<file path="config.mk">
export PLATFORM = sky130hd
export DESIGN_NAME = diff_drive_velocity_mixer_top_flat
export DESIGN_NICKNAME = d
export VERILOG_FILES = /design/src/rtl/core/dvm_pkg.sv /design/src/rtl/core/dvm_ifs.sv /design/src/rtl/core/diff_drive_velocity_mixer_top.sv /design/src/rtl/core/dvm_cfg.sv /design/src/rtl/core/dvm_div.sv /design/src/flat_wrapper.sv
export SDC_FILE = /design/constraint.sdc
export NUM_CORES = 2
export LEC_CHECK = 0
export ABC_AREA = 1
export BUFFER_PORTS_ARGS = -buffer_cell sky130_fd_sc_hd__clkbuf_2
export CORE_MARGIN = 3
export CORE_UTILIZATION = 50
export DETAILED_ROUTE_END_ITERATION = 10
export GPL_ROUTABILITY_DRIVEN = 0
export HOLD_SLACK_MARGIN = 0.05
export PLACE_DENSITY = 0.66
export SYNTH_ARGS = -nofsm -noshare
export SYNTH_HDL_FRONTEND = slang
export SYNTH_HIERARCHICAL = 1
export SYNTH_SLANG_ARGS = --single-unit
</file>
<file path="constraint.sdc">
create_clock -name i_clk -period 9.65 [get_ports i_clk]
set_clock_uncertainty 0.05 [all_clocks]
set_input_delay 0.965 -clock i_clk [delete_from_list [all_inputs] [get_ports i_clk]]
set_output_delay 0.965 -clock i_clk [all_outputs]
set_load 0.005 [all_outputs]
</file>
<file path="src/rtl/core/dvm_pkg.sv">
// Shared widths, register indexes, configuration record and divider constants
// for the differential drive velocity mixer. No dependencies.
package dvm_pkg;

    localparam int VEL_W      = 19;   // velocity fields, signed
    localparam int MV_W       = 18;   // millivolt results, signed
    localparam int MAX_W      = 10;   // top speed register
    localparam int FRAC_W     = 17;   // Q1.16 fraction registers
    localparam int STEP_W     = FRAC_W + MAX_W;
    localparam int CFG_IDX_W  = 3;
    localparam int CFG_DATA_W = 17;

    // Register indexes of the configuration port
    localparam logic [CFG_IDX_W-1:0] REG_TOP_RPM     = 3'd0;
    localparam logic [CFG_IDX_W-1:0] REG_DRIVE_LIMIT = 3'd1;
    localparam logic [CFG_IDX_W-1:0] REG_TURN_LIMIT  = 3'd2;
    localparam logic [CFG_IDX_W-1:0] REG_ACCEL       = 3'd3;
    localparam logic [CFG_IDX_W-1:0] REG_OUT_ENABLE  = 3'd4;

    localparam logic [MAX_W-1:0]  TOP_RPM_RST = 10'd200;
    localparam logic [FRAC_W-1:0] FRAC_ONE    = 17'd65536;

    // Voltage conversion: rpm * 12000 / 127
    localparam int MUL_A_W = VEL_W + 1;
    localparam int MUL_B_W = 24;
    localparam int NUM_W   = MUL_A_W + MUL_B_W;
    localparam int DEN_W   = 27;
    localparam logic [MUL_B_W-1:0] MV_SCALE = 24'd12000;
    localparam logic [DEN_W-1:0]   MV_DIV   = 27'd127;

    localparam logic signed [MV_W-1:0] MV_MAX = 18'sd131071;
    localparam logic signed [MV_W-1:0] MV_MIN = -18'sd131072;

    // Quotient bits produced by the divider; the top bit flags saturation
    localparam int DIV_STEPS = MV_W;
    localparam int DIV_CNT_W = 5;

    typedef struct packed {
        logic [MAX_W-1:0]  top_rpm;
        logic [FRAC_W-1:0] drive_limit_fraction;
        logic [FRAC_W-1:0] turn_limit_fraction;
        logic [FRAC_W-1:0] accel_fraction;
        logic              outputs_enabled;
    } t_cfg;

endpackage

</file>
<file path="src/rtl/core/dvm_ifs.sv">
// Valid/ready channel interfaces of the mixer: command input, voltage result
// and configuration write. Depends on dvm_pkg.
interface dvm_in_if;
    logic                               valid;
    logic                               ready;
    logic                               kind;
    logic signed [dvm_pkg::VEL_W-1:0]   commanded_velocity;
    logic signed [dvm_pkg::VEL_W-1:0]   measured_left_velocity;
    logic signed [dvm_pkg::VEL_W-1:0]   measured_right_velocity;

    modport source (output valid, kind, commanded_velocity, measured_left_velocity,
                    measured_right_velocity, input ready);
    modport sink (input valid, kind, commanded_velocity, measured_left_velocity,
                  measured_right_velocity, output ready);
endinterface

interface dvm_out_if;
    logic                             valid;
    logic                             ready;
    logic signed [dvm_pkg::MV_W-1:0]  left_millivolts;
    logic signed [dvm_pkg::MV_W-1:0]  right_millivolts;

    modport source (output valid, left_millivolts, right_millivolts, input ready);
    modport sink (input valid, left_millivolts, right_millivolts, output ready);
endinterface

interface dvm_cfg_if;
    logic                              valid;
    logic                              ready;
    logic [dvm_pkg::CFG_IDX_W-1:0]     index;
    logic [dvm_pkg::CFG_DATA_W-1:0]    data;

    modport source (output valid, index, data, input ready);
    modport sink (input valid, index, data, output ready);
endinterface

</file>
<file path="src/rtl/core/diff_drive_velocity_mixer_top.sv">
// Differential drive velocity mixer: step limit, percent clamps, arcade mixing,
// normalisation and millivolt conversion. Depends on dvm_pkg, dvm_ifs, dvm_cfg, dvm_div.
// One item at a time: a command is accepted only in the idle state, and the result lands in
// the output register after ten set-up steps, two passes of the shared divider and the output
// step, which waits while a held result is not yet taken; the sequencer then returns to idle.
// Reset (synchronous, active low) clears held drive and turn commands, sequencer and output valid.
module diff_drive_velocity_mixer_top #(
    parameter int VELOCITY_FRAC_BITS = 8
) (
    input  logic      i_clk,
    input  logic      i_rst_n,
    dvm_in_if.sink    i_cmd,
    dvm_cfg_if.sink   i_cfg,
    dvm_out_if.source o_res
);

    localparam int F     = VELOCITY_FRAC_BITS;
    localparam int VW    = dvm_pkg::VEL_W;
    localparam int MIX_W = VW + 1;
    localparam int SW    = dvm_pkg::STEP_W;
    localparam int DB_W  = ((MIX_W + 16 > SW + F + 1) ? MIX_W + 16 : SW + F + 1) + 1;
    localparam int CB_W  = (VW + 16 > SW + F) ? VW + 16 : SW + F;
    localparam int SM_W  = (MIX_W > dvm_pkg::MAX_W + F) ? MIX_W : dvm_pkg::MAX_W + F;

    localparam logic [3:0] ST_IDLE = 4'd0;
    localparam logic [3:0] ST_STEP = 4'd1;
    localparam logic [3:0] ST_DLIM = 4'd2;
    localparam logic [3:0] ST_DFR  = 4'd3;
    localparam logic [3:0] ST_DCL  = 4'd4;
    localparam logic [3:0] ST_TFR  = 4'd5;
    localparam logic [3:0] ST_TCL  = 4'd6;
    localparam logic [3:0] ST_MIX  = 4'd7;
    localparam logic [3:0] ST_MAG  = 4'd8;
    localparam logic [3:0] ST_KDEN = 4'd9;
    localparam logic [3:0] ST_NUML = 4'd10;
    localparam logic [3:0] ST_DIVL = 4'd11;
    localparam logic [3:0] ST_NUMR = 4'd12;
    localparam logic [3:0] ST_DIVR = 4'd13;
    localparam logic [3:0] ST_OUT  = 4'd14;

    function automatic logic [VW-1:0] vel_mag(input logic signed [VW-1:0] v);
        vel_mag = v[VW-1] ? (~v + 1'b1) : v;
    endfunction

    function automatic logic [MIX_W-1:0] mix_mag(input logic signed [MIX_W-1:0] v);
        mix_mag = v[MIX_W-1] ? (~v + 1'b1) : v;
    endfunction

    dvm_pkg::t_cfg cfg;

    logic [3:0]                       r_state, n_state;
    logic                             r_kind;
    logic signed [VW-1:0]             r_cmd;
    logic signed [VW-1:0]             r_ml;
    logic signed [VW-1:0]             r_mr;
    logic [MIX_W-1:0]                 r_msum;
    logic [dvm_pkg::NUM_W-1:0]        r_prod;
    logic signed [VW-1:0]             r_drive;
    logic signed [VW-1:0]             r_turn;
    logic signed [VW-1:0]             r_d;
    logic signed [VW-1:0]             r_t;
    logic signed [MIX_W-1:0]          r_l;
    logic signed [MIX_W-1:0]          r_r;
    logic [MIX_W-1:0]                 r_m;
    logic                             r_scale;
    logic [dvm_pkg::DEN_W-1:0]        r_den;
    logic [dvm_pkg::MUL_B_W-1:0]      r_k;
    logic signed [dvm_pkg::MV_W-1:0]  r_lmv;
    logic                             r_out_valid;
    logic signed [dvm_pkg::MV_W-1:0]  r_out_l;
    logic signed [dvm_pkg::MV_W-1:0]  r_out_r;

    logic [dvm_pkg::MUL_A_W-1:0]      mul_a;
    logic [dvm_pkg::MUL_B_W-1:0]      mul_b;
    logic [dvm_pkg::NUM_W-1:0]        mul_p;
    logic signed [MIX_W-1:0]          msum_s;
    logic [DB_W-1:0]                  db_bound;
    logic [DB_W-1:0]                  db_cmd;
    logic [VW-1:0]                    db_lim;
    logic signed [VW-1:0]             cl_v;
    logic [CB_W-1:0]                  cl_bound;
    logic [CB_W-1:0]                  cl_a;
    logic [VW-1:0]                    cl_lim;
    logic signed [VW-1:0]             cl_out;
    logic [MIX_W-1:0]                 al, ar, m_next;
    logic                             div_start;
    logic                             div_done;
    logic [dvm_pkg::DIV_STEPS-1:0]    div_quo;
    logic                             res_neg;
    logic signed [dvm_pkg::MV_W-1:0]  q_s;
    logic signed [dvm_pkg::MV_W-1:0]  mv;
    logic                             out_load;

    dvm_cfg u_cfg (
        .i_clk   (i_clk),
        .i_rst_n (i_rst_n),
        .i_cfg   (i_cfg),
        .o_cfg   (cfg)
    );

    dvm_div u_div (
        .i_clk   (i_clk),
        .i_rst_n (i_rst_n),
        .i_start (div_start),
        .i_num   (mul_p),
        .i_den   (r_den),
        .o_done  (div_done),
        .o_quo   (div_quo)
    );

    assign i_cmd.ready            = (r_state == ST_IDLE);
    assign o_res.valid            = r_out_valid;
    assign o_res.left_millivolts  = r_out_l;
    assign o_res.right_millivolts = r_out_r;

    // Shared multiplier
    always_comb begin
        mul_a = '0;
        mul_b = '0;
        case (r_state)
            ST_STEP: begin
                mul_a = dvm_pkg::MUL_A_W'(cfg.accel_fraction);
                mul_b = dvm_pkg::MUL_B_W'(cfg.top_rpm);
            end
            ST_DFR: begin
                mul_a = dvm_pkg::MUL_A_W'(cfg.drive_limit_fraction);
                mul_b = dvm_pkg::MUL_B_W'(cfg.top_rpm);
            end
            ST_TFR: begin
                mul_a = dvm_pkg::MUL_A_W'(cfg.turn_limit_fraction);
                mul_b = dvm_pkg::MUL_B_W'(cfg.top_rpm);
            end
            ST_KDEN: begin
                mul_a = r_scale ? dvm_pkg::MUL_A_W'(cfg.top_rpm) : dvm_pkg::MUL_A_W'(1);
                mul_b = dvm_pkg::MV_SCALE;
            end
            ST_NUML: begin
                mul_a = mix_mag(r_l);
                mul_b = r_k;
            end
            ST_NUMR: begin
                mul_a = mix_mag(r_r);
                mul_b = r_k;
            end
            default: ;
        endcase
    end

    assign mul_p = dvm_pkg::NUM_W'(mul_a) * dvm_pkg::NUM_W'(mul_b);

    assign msum_s = MIX_W'(r_ml) + MIX_W'(r_mr);

    // Drive step bound at scale 2^(F+17)
    assign db_bound = (DB_W'(r_msum) << 16) + (DB_W'(r_prod[SW-1:0]) << (F + 1));
    assign db_cmd   = DB_W'(vel_mag(r_cmd)) << 17;
    assign db_lim   = db_bound[17 +: VW];

    // Percent clamp at scale 2^(F+16), shared by drive and turn
    assign cl_v     = (r_state == ST_DCL) ? r_drive : r_turn;
    assign cl_bound = CB_W'(r_prod[SW-1:0]) << F;
    assign cl_a     = CB_W'(vel_mag(cl_v)) << 16;
    assign cl_lim   = cl_bound[16 +: VW];
    assign cl_out   = (cl_a > cl_bound) ? (cl_v[VW-1] ? -$signed(cl_lim) : $signed(cl_lim))
                                        : cl_v;

    assign al     = mix_mag(r_l);
    assign ar     = mix_mag(r_r);
    assign m_next = (al > ar) ? al : ar;

    assign div_start = (r_state == ST_NUML) || (r_state == ST_NUMR);

    // Apply the side's sign to the magnitude quotient and saturate
    assign res_neg = (r_state == ST_DIVL) ? r_l[MIX_W-1] : r_r[MIX_W-1];
    assign q_s     = $signed({1'b0, div_quo[dvm_pkg::DIV_STEPS-2:0]});
    always_comb begin
        if (div_quo[dvm_pkg::DIV_STEPS-1]) begin
            mv = res_neg ? dvm_pkg::MV_MIN : dvm_pkg::MV_MAX;
        end else begin
            mv = res_neg ? -q_s : q_s;
        end
    end

    assign out_load = (r_state == ST_OUT) && cfg.outputs_enabled &&
                      (!r_out_valid || o_res.ready);

    always_comb begin
        n_state = r_state;
        unique case (r_state)
            ST_IDLE: if (i_cmd.valid) n_state = ST_STEP;
            ST_STEP: n_state = ST_DLIM;
            ST_DLIM: n_state = ST_DFR;
            ST_DFR:  n_state = ST_DCL;
            ST_DCL:  n_state = ST_TFR;
            ST_TFR:  n_state = ST_TCL;
            ST_TCL:  n_state = ST_MIX;
            ST_MIX:  n_state = ST_MAG;
            ST_MAG:  n_state = ST_KDEN;
            ST_KDEN: n_state = ST_NUML;
            ST_NUML: n_state = ST_DIVL;
            ST_DIVL: if (div_done) n_state = ST_NUMR;
            ST_NUMR: n_state = ST_DIVR;
            ST_DIVR: if (div_done) n_state = ST_OUT;
            ST_OUT: begin
                // drop the result when outputs are disabled
                if (!cfg.outputs_enabled || out_load) n_state = ST_IDLE;
            end
            default: n_state = ST_IDLE;
        endcase
    end

    always_ff @(posedge i_clk) begin
        if (!i_rst_n) begin
            r_state     <= ST_IDLE;
            r_drive     <= '0;
            r_turn      <= '0;
            r_out_valid <= 1'b0;
        end else begin
            r_state <= n_state;
            if (r_state == ST_DLIM) begin
                if (!r_kind) begin
                    if (db_cmd > db_bound) begin
                        r_drive <= r_cmd[VW-1] ? -$signed(db_lim) : $signed(db_lim);
                    end else begin
                        r_drive <= r_cmd;
                    end
                end else begin
                    r_turn <= r_cmd;
                end
            end
            if (out_load) begin
                r_out_valid <= 1'b1;
            end else if (o_res.ready) begin
                r_out_valid <= 1'b0;
            end
        end
    end

    always_ff @(posedge i_clk) begin
        if (r_state == ST_IDLE && i_cmd.valid) begin
            r_kind <= i_cmd.kind;
            r_cmd  <= i_cmd.commanded_velocity;
            r_ml   <= i_cmd.measured_left_velocity;
            r_mr   <= i_cmd.measured_right_velocity;
        end
        case (r_state) inside
            ST_STEP: begin
                r_prod <= mul_p;
                r_msum <= mix_mag(msum_s);
            end
            ST_DFR, ST_TFR: r_prod <= mul_p;
            ST_DCL: r_d <= cl_out;
            ST_TCL: r_t <= cl_out;
            ST_MIX: begin
                r_l <= MIX_W'(r_d) + MIX_W'(r_t);
                r_r <= MIX_W'(r_d) - MIX_W'(r_t);
            end
            ST_MAG: begin
                r_m     <= m_next;
                r_scale <= SM_W'(m_next) > (SM_W'(cfg.top_rpm) << F);
            end
            ST_KDEN: begin
                r_k   <= mul_p[dvm_pkg::MUL_B_W-1:0];
                r_den <= r_scale ? ((dvm_pkg::DEN_W'(r_m) << 7) - dvm_pkg::DEN_W'(r_m))
                                 : (dvm_pkg::MV_DIV << F);
            end
            ST_DIVL: if (div_done) r_lmv <= mv;
            default: ;
        endcase
        // the divider holds the right quotient while the result waits here
        if (out_load) begin
            r_out_l <= r_lmv;
            r_out_r <= mv;
        end
    end

endmodule

</file>
<file path="src/rtl/core/dvm_cfg.sv">
// Configuration register file of the mixer, written over its own channel.
// Depends on dvm_pkg and dvm_ifs.
module dvm_cfg (
    input  logic          i_clk,
    input  logic          i_rst_n,
    dvm_cfg_if.sink       i_cfg,
    output dvm_pkg::t_cfg o_cfg
);

    dvm_pkg::t_cfg r_cfg;

    assign i_cfg.ready = 1'b1;
    assign o_cfg       = r_cfg;

    always_ff @(posedge i_clk) begin
        if (!i_rst_n) begin
            r_cfg.top_rpm              <= dvm_pkg::TOP_RPM_RST;
            r_cfg.drive_limit_fraction <= dvm_pkg::FRAC_ONE;
            r_cfg.turn_limit_fraction  <= dvm_pkg::FRAC_ONE;
            r_cfg.accel_fraction       <= dvm_pkg::FRAC_ONE;
            r_cfg.outputs_enabled      <= 1'b0;
        end else if (i_cfg.valid) begin
            unique case (i_cfg.index)
                dvm_pkg::REG_TOP_RPM:     r_cfg.top_rpm <= i_cfg.data[dvm_pkg::MAX_W-1:0];
                dvm_pkg::REG_DRIVE_LIMIT: r_cfg.drive_limit_fraction <= i_cfg.data;
                dvm_pkg::REG_TURN_LIMIT:  r_cfg.turn_limit_fraction <= i_cfg.data;
                dvm_pkg::REG_ACCEL:       r_cfg.accel_fraction <= i_cfg.data;
                dvm_pkg::REG_OUT_ENABLE:  r_cfg.outputs_enabled <= i_cfg.data[0];
                default: ; // drop writes beyond the register list
            endcase
        end
    end

endmodule

</file>
<file path="src/rtl/core/dvm_div.sv">
// Restoring divider, one quotient bit a cycle, shared by both motor sides.
// The top quotient bit set means the quotient overflows the result range.
// Depends on dvm_pkg.
module dvm_div (
    input  logic                              i_clk,
    input  logic                              i_rst_n,
    input  logic                              i_start,
    input  logic [dvm_pkg::NUM_W-1:0]         i_num,
    input  logic [dvm_pkg::DEN_W-1:0]         i_den,
    output logic                              o_done,
    output logic [dvm_pkg::DIV_STEPS-1:0]     o_quo
);

    logic                            r_busy;
    logic                            r_done;
    logic [dvm_pkg::DIV_CNT_W-1:0]   r_cnt;
    logic [dvm_pkg::NUM_W-1:0]       r_rem;
    logic [dvm_pkg::NUM_W-1:0]       r_dsh;
    logic [dvm_pkg::DIV_STEPS-1:0]   r_quo;
    logic                            ge;

    assign ge     = (r_rem >= r_dsh);
    assign o_done = r_done;
    assign o_quo  = r_quo;

    always_ff @(posedge i_clk) begin
        if (!i_rst_n) begin
            r_busy <= 1'b0;
            r_done <= 1'b0;
            r_cnt  <= '0;
        end else begin
            r_done <= 1'b0;
            if (i_start) begin
                r_busy <= 1'b1;
                r_cnt  <= dvm_pkg::DIV_CNT_W'(dvm_pkg::DIV_STEPS - 1);
            end else if (r_busy) begin
                r_cnt <= r_cnt - 1'b1;
                if (r_cnt == '0) begin
                    r_busy <= 1'b0;
                    r_done <= 1'b1;
                end
            end
        end
    end

    always_ff @(posedge i_clk) begin
        if (i_start) begin
            r_rem <= i_num;
            r_dsh <= dvm_pkg::NUM_W'(i_den) << (dvm_pkg::DIV_STEPS - 1);
            r_quo <= '0;
        end else if (r_busy) begin
            if (ge) begin
                r_rem <= r_rem - r_dsh;
            end
            r_dsh <= r_dsh >> 1;
            r_quo <= {r_quo[dvm_pkg::DIV_STEPS-2:0], ge};
        end
    end

endmodule
</file>
<file path="src/flat_wrapper.sv">
// flat-port wrapper written by rule: the top's interface ports become plain ports
module diff_drive_velocity_mixer_top_flat 
#(
    parameter int VELOCITY_FRAC_BITS = 8
)
  (i_clk, i_rst_n, i_cmd_valid, i_cmd_kind, i_cmd_commanded_velocity, i_cmd_measured_left_velocity, i_cmd_measured_right_velocity, i_cmd_ready, i_cfg_valid, i_cfg_index, i_cfg_data, i_cfg_ready, o_res_valid, o_res_left_millivolts, o_res_right_millivolts, o_res_ready);
  dvm_in_if i_cmd_i ();
  dvm_cfg_if i_cfg_i ();
  dvm_out_if o_res_i ();
  input  logic i_clk;
  input  logic i_rst_n;
  input wire logic [$bits(i_cmd_i.valid)-1:0] i_cmd_valid;
  input wire logic [$bits(i_cmd_i.kind)-1:0] i_cmd_kind;
  input wire logic [$bits(i_cmd_i.commanded_velocity)-1:0] i_cmd_commanded_velocity;
  input wire logic [$bits(i_cmd_i.measured_left_velocity)-1:0] i_cmd_measured_left_velocity;
  input wire logic [$bits(i_cmd_i.measured_right_velocity)-1:0] i_cmd_measured_right_velocity;
  output wire logic [$bits(i_cmd_i.ready)-1:0] i_cmd_ready;
  input wire logic [$bits(i_cfg_i.valid)-1:0] i_cfg_valid;
  input wire logic [$bits(i_cfg_i.index)-1:0] i_cfg_index;
  input wire logic [$bits(i_cfg_i.data)-1:0] i_cfg_data;
  output wire logic [$bits(i_cfg_i.ready)-1:0] i_cfg_ready;
  output wire logic [$bits(o_res_i.valid)-1:0] o_res_valid;
  output wire logic [$bits(o_res_i.left_millivolts)-1:0] o_res_left_millivolts;
  output wire logic [$bits(o_res_i.right_millivolts)-1:0] o_res_right_millivolts;
  input wire logic [$bits(o_res_i.ready)-1:0] o_res_ready;
  assign i_cmd_i.valid = i_cmd_valid;
  assign i_cmd_i.kind = i_cmd_kind;
  assign i_cmd_i.commanded_velocity = i_cmd_commanded_velocity;
  assign i_cmd_i.measured_left_velocity = i_cmd_measured_left_velocity;
  assign i_cmd_i.measured_right_velocity = i_cmd_measured_right_velocity;
  assign i_cmd_ready = i_cmd_i.ready;
  assign i_cfg_i.valid = i_cfg_valid;
  assign i_cfg_i.index = i_cfg_index;
  assign i_cfg_i.data = i_cfg_data;
  assign i_cfg_ready = i_cfg_i.ready;
  assign o_res_valid = o_res_i.valid;
  assign o_res_left_millivolts = o_res_i.left_millivolts;
  assign o_res_right_millivolts = o_res_i.right_millivolts;
  assign o_res_i.ready = o_res_ready;
  diff_drive_velocity_mixer_top #(.VELOCITY_FRAC_BITS(VELOCITY_FRAC_BITS)) u_core (.i_clk(i_clk), .i_rst_n(i_rst_n), .i_cmd(i_cmd_i), .i_cfg(i_cfg_i), .o_res(o_res_i));
endmodule
</file>
* Word level (Yosys, flattened, before mapping)
Cells that the tools add are included.
Cells by class: add/sub/neg operators 15, multiply operators 1, magnitude comparators 5, eq/ne operators 22, muxes and demuxes 38, bitwise logic cells 15, reductions and logical operators 35
Operator list (count):
- $mux 44 | 5
- $mux 19 | 8
- $pmux 20 s6 | 1
- $pmux 24 s3 | 1
- $add 20x1->20 const B | 3
- $mux 20 | 3
- $not 20->20 | 3
- $pmux 4 s15 | 1
- $mux 18 | 3
- $mux 27 | 2
- $ge 44x44->1 | 1
- $mul 20x24->44 | 1
- $sub 44x44->44 | 1
- $add 19x19->20 | 2
- $add 19x1->19 const B | 2
- $neg 19->19 | 2
- $not 19->19 | 2
- $add 36x36->37 | 1
- $gt 36x37->1 | 1
- $gt 35x35->1 | 1
- $eq 4x4->1 const B | 7
- $sub 27x20->27 | 1
- $gt 20x18->1 | 1
- $gt 20x20->1 | 1
- other kinds (31) | 77
Storage, ports and cells: register bits 527, input bits 83, output and inout bits 39

* Depth between registers and ports, before layout
depth in word-level cells 7, gate-level depth with buffers 42, gate-level depth less buffers 41

* By module
Netlist, hierarchy kept.
By module, submodules not included:
- diff_drive_velocity_mixer_top | instances 1, cells each 4818, area an instance 39306.4 um2, sequential area each 10109.7 um2
- dvm_div | instances 1, cells each 1201, area an instance 8012.7 um2, sequential area each 2972.9 um2
- dvm_cfg | instances 1, cells each 364, area an instance 2580.0 um2, sequential area each 1241.2 um2

* Worst setup path after synthesis
No wires, ideal clock.
kind register -> register, from register u_core.r_state[3], to register u_core/u_div/r_rem[41] in the netlist's numbering (data pin), library setup time 0.254 ns, arrival 7.929 ns, required time 9.346 ns, path slack 1.417 ns, cell stages (with the launch flop) 40, path buffers 1, clock period less this slack 8.233 ns, cell sequence dfxtp_1 -> inv_1 -> nor2_1 -> inv_2 -> nor2_4 -> inv_2 -> nor2_1 -> inv_2 -> nor2_1 -> a221oi_1 -> o2111ai_1 -> buf_2 -> nand2_1 -> fa_1 -> inv_1 -> fa_1 -> inv_1 -> fa_1 -> (+4 left out) -> inv_1 -> fa_1 -> inv_1 -> fa_1 -> inv_1 -> ha_1 -> a21oi_1 -> inv_1 -> a31oi_1 -> a21boi_0 -> o21ai_1 -> nand2_1 -> nand2_1 -> nand2_1 -> nand3_1 -> xor2_1 -> nand2_1 -> nand2_1
Between the ends: word-level cells in the longest chain between the ends 5, elaborated cells between the ends (all ways) 13, those cells by class mul: 1; eq/ne: 6; mux: 3; reduce/logical: 3
Ends and longest elaborated chain:
- start: declaration | RTL line diff_drive_velocity_mixer_top.sv:51 | logic [3:0] r_state, n_state;
- start signal: assignment | RTL line diff_drive_velocity_mixer_top.sv:218 | r_state <= n_state;
- $eq 4x3->1, or another cell as far along | RTL line diff_drive_velocity_mixer_top.sv:120 | case (r_state)
- $reduce_or 3->1 (no line) or $reduce_or 2->1 (tied branches)
- $pmux 24 s3 | RTL line diff_drive_velocity_mixer_top.sv:120
- $mul 20x24->44 (*) | RTL line diff_drive_velocity_mixer_top.sv:149 | assign mul_p = dvm_pkg::NUM_W'(mul_a) * dvm_pkg::NUM_W'(mul_b);
- net u_core.mul_p (one bit) | RTL line diff_drive_velocity_mixer_top.sv:75 | logic [dvm_pkg::NUM_W-1:0] mul_p;
- $mux 44 (*) | RTL line dvm_div.sv:47 | if (i_start) begin
- end signal: assignment | RTL line dvm_div.sv:48 | r_rem <= i_num;
- end signal: assignment | RTL line dvm_div.sv:53 | r_rem <= r_rem - r_dsh;
- end: declaration | RTL line dvm_div.sv:17 | logic [dvm_pkg::NUM_W-1:0] r_rem;
The timed path passes the listed nets; every way through them passes the cells marked *. A chain may end at the register's enable or synchronous reset.

* Worst setup path after layout
from register u_core.r_l[0], to register u_core/u_div/r_rem[28] in the netlist's numbering (data pin)
Between the ends: word-level cells in the longest chain between the ends 6
Ends and longest elaborated chain:
- start: declaration | RTL line diff_drive_velocity_mixer_top.sv:62 | logic signed [MIX_W-1:0] r_l;
- start signal: assignment | RTL line diff_drive_velocity_mixer_top.sv:254 | r_l <= MIX_W'(r_d) + MIX_W'(r_t);
- $not 20->20 | RTL line diff_drive_velocity_mixer_top.sv:46 | mix_mag = v[MIX_W-1] ? (~v + 1'b1) : v;
- $add 20x1->20 | RTL line diff_drive_velocity_mixer_top.sv:46
- $mux 20 (*) | RTL line diff_drive_velocity_mixer_top.sv:46
- $pmux 20 s6 (*) | RTL line diff_drive_velocity_mixer_top.sv:120
- $mul 20x24->44 (*) | RTL line diff_drive_velocity_mixer_top.sv:149
- net u_core.mul_p (one bit) | RTL line diff_drive_velocity_mixer_top.sv:75
- $mux 44 (*) | RTL line dvm_div.sv:47
Marked as above.

==> impl_metrics.tcl <==
set metrics [dict create \
    grt_usage_pct 27.6 \
    synth-compound-area-share_pct 8.54 \
    max_freq_mhz 114 \
    clk_latency_ns 0.64 \
    drive_above_1_share_pct 7.26 \
    slowest_delay_ns 0.89 \
    finalCritPeriodShare_pct 90.8 \
    antenna_found_initial 4 \
    die_area_sq_um 104000 \
    via_per_inst 5.34 \
    yosys_warnings 6 \
    syn_inst 6383 \
    tightest_slew_ns 1.21 \
    via_count 41700 \
    fp.dieW_um 322 \
    run_status "finished clean" \
    portBuffers 120 \
    post-cts-setup-buffer-count 0 \
    final.min_clock_period_ns 8.76 \
    cts.path.max_buffers 3 \
    synth.net_count 7229 \
    synth_top_family_by_area "adder cells" \
    drc 0 \
    relSlewSlack_pct 19.2 \
    synth_cell_types 72 \
    cts.sinks 526 \
    cts_made_buffers 56 \
    rows 115 \
    drtAntennaViolNets 0 \
    drt_iter0_markers 3623 \
    critPathRequiredTime_ns 10.10 \
    rsz0062_at_grt "no" \
    critPathBufInv 9 \
    slowest_stage "o2111ai_2" \
    synth_area_sq_um 49900 \
    synth_top_cell_by_area "edfxtp_1" \
    grt_max_degree 69 \
    cts-root-buf "clkbuf_16" \
    report.final.slew_viol_count 0 \
    dr.pass1.iters 7 \
    fin_tns_setup_ns 0 \
    finalSetupViolCount 0 \
    final_nets 7317 \
    async_flop_share_pct 0 \
    clk_pin_slew_ns 0.06 \
    synth.avg_cell_area_sq_um 7.82 \
    synth-xor-area-share_pct 4.00 \
    die_h_um 322 \
    worst-path-max-fanout 14 \
    critPathLaunchType "flip-flop" \
    grt_pass1_vias 40500 \
    synth_commonest_cells "nand2_1 (1,569), inv_1 (1,333), nor2_1 (518)" \
    synth_mux_area_share_pct 0 \
    worst_setup_path_end_kind "flip-flop" \
    grt_pass1_wl_um 223000 \
    timing.final.hold_violations 0 \
    ys_seq_elements 526 \
    synth-main-ff-cell "edfxtp_1" \
    leakage_nw 27.9 \
    arrival_ns 9.21 \
    synth_top_area_share_pct 22.8 \
    start_util_pct 50.6 \
    yosysMostFrequentCell "nand2_1" \
    crit_top_cell "nand2_1" \
    grt_overflow 0 \
    hold_ws_ns 0.367 \
    holdCritPathClass "flip-flop to flip-flop" \
    synth-edff-count 379 \
    yosysSeqAreaShare_pct 28.7 \
    critPathKind "flip-flop to flip-flop" \
    max_cap_violations 0 \
    holdBufCountCts 0 \
    htree_num_levels 2 \
    core_sq_um 98700 \
    routed_wl_um 143000 \
    dp_hpwl_um 114000 \
    area_growth_pct 8.02 \
    synthSimpleGateAreaFrac_pct 21.6 \
    cts_tree "built" \
    avgRoutedWirePerCell_um 18.3 \
    ys_top_cells_by_area "edfxtp_1 (23%), fa_1 (16%), nand2_1 (12%), inv_1 (10%), ha_1 (9.2%)" \
    power.density_nw_per_um2 158 \
    synth_adder_area_share_pct 25.1 \
    ir_worst_vdd_uv 169 \
    path_delay_family "adder cells" \
    io_pins 122 \
    cts_resized 0 \
]
==> worst paths after layout <==
path / start / endpoint / slack, ns / cells after the start
min reg2reg: u_core/r_lmv[1]$_DFFE_PP_ / u_core/o_res.left_millivolts[1]$_DFFE_PP_ / 0.37 / 0
max reg2reg: u_core/r_l[0]$_DFFE_PP_ / u_core/u_div/r_rem[28]$_DFFE_PP_ / 0.89 / 35
max: u_core/r_l[0]$_DFFE_PP_ / u_core/u_div/r_rem[28]$_DFFE_PP_ / 0.89 / 35
min: u_core/r_lmv[1]$_DFFE_PP_ / u_core/o_res.left_millivolts[1]$_DFFE_PP_ / 0.37 / 0
==> registers in the layout, summed over array words and instances (netlist names), 20 cells and up <==
name,count
u_core/r_den,27
u_core/r_k,24
u_core/r_l,20
u_core/r_m,20
u_core/r_msum,20
u_core/r_prod,27
u_core/u_cfg/o_cfg,62
u_core/u_div/r_dsh,44
u_core/u_div/r_rem,44
==> through the flow <==
step / total power [mW] / utilization, % / std cells / cell area [sq um] / worst slack (ns)
final: 8.52 / 54.6 / 7807 / 53900 / 0.886
after global routing: 9.09 / 54.6 / 7804 / 53900 / 0.258
after CTS: 8.54 / 54.6 / 7804 / 53900 / 0.926
after detailed placement: 6.24 / 52.6 / 7700 / 52000 / 0.933
after global placement: 6.19 / 52.6 / 7700 / 52000 / 1.09
after floorplan: 5.36 / - / 6383 / 49900 / 1.42
==> logic make-up after synthesis <==
| kind of cell | Yosys count |
|---|---|
| and+or+nand+nor | 2583 |
| buffers and inverters | 1546 |
| adders and majority gates | 763 |
| AOI/OAI and AO/OA | 737 |
| DFF | 526 |
| xor gates and xnor gates | 227 |
| other | 1 |
==> cell usage in the layout, fill, tap and decap left out, drive strengths merged, types with 3 or more instances in the layout <==
cell type / n
and2: 3
o21a: 23
o41ai: 3
clkbuf: 188
diode: 3
nor2: 559
bufinv: 7
a22o: 6
dfxtp: 147
or2: 21
nand3: 264
a21boi: 6
o31ai: 12
buf: 86
nand4: 45
a21o: 10
o211ai: 21
xnor2: 45
nor4: 19
nor3: 69
a31oi: 23
nand2: 1588
inv: 1377
fa: 397
a21oi: 301
o22ai: 37
o21ai: 256
xor2: 182
clkinv: 21
o2111ai: 8
a221oi: 10
edfxtp: 379
nand3b: 11
o221ai: 4
ha: 366
o21bai: 9
==> final cells by class <==
| type | count | area [sq um] |
|---|---|---|
| Antenna cell | 3 | 7.51 |
| Clock buffer | 69 | 1540 |
| Clock inverter | 35 | 394 |
| Fill cell | 9336 | 44800 |
| Inverter | 1371 | 5150 |
| Multi-Input combinational cell | 4311 | 29600 |
| Sequential cell | 526 | 14300 |
| Tap cell | 1287 | 1610 |
| Timing Repair Buffer | 205 | 1240 |
==> report_power, final <==
part / internal (mW) / total, mW / switching, mW / leakage [nW]
registers: 2.80 / 2.98 / 0.182 / 4.63
logic: 1.06 / 3.27 / 2.21 / 22.3
clock network: 1.33 / 2.28 / 0.951 / 0.962
total: 5.18 / 8.52 / 3.34 / 27.9
==> per-layer routing <==
layer  routed length [um]  part of all wire, %  track usage [%]  vias up
met5                    0                    0                0        -
met4                 6660                  4.7             11.4        0
met3                11600                  8.2             4.04      305
met2                65400                   46             45.1     1633
met1                58800                   41             36.9    19700
li1                     -                    -                -    20100
No activity file was read; power rests on OpenSTA's default activity.
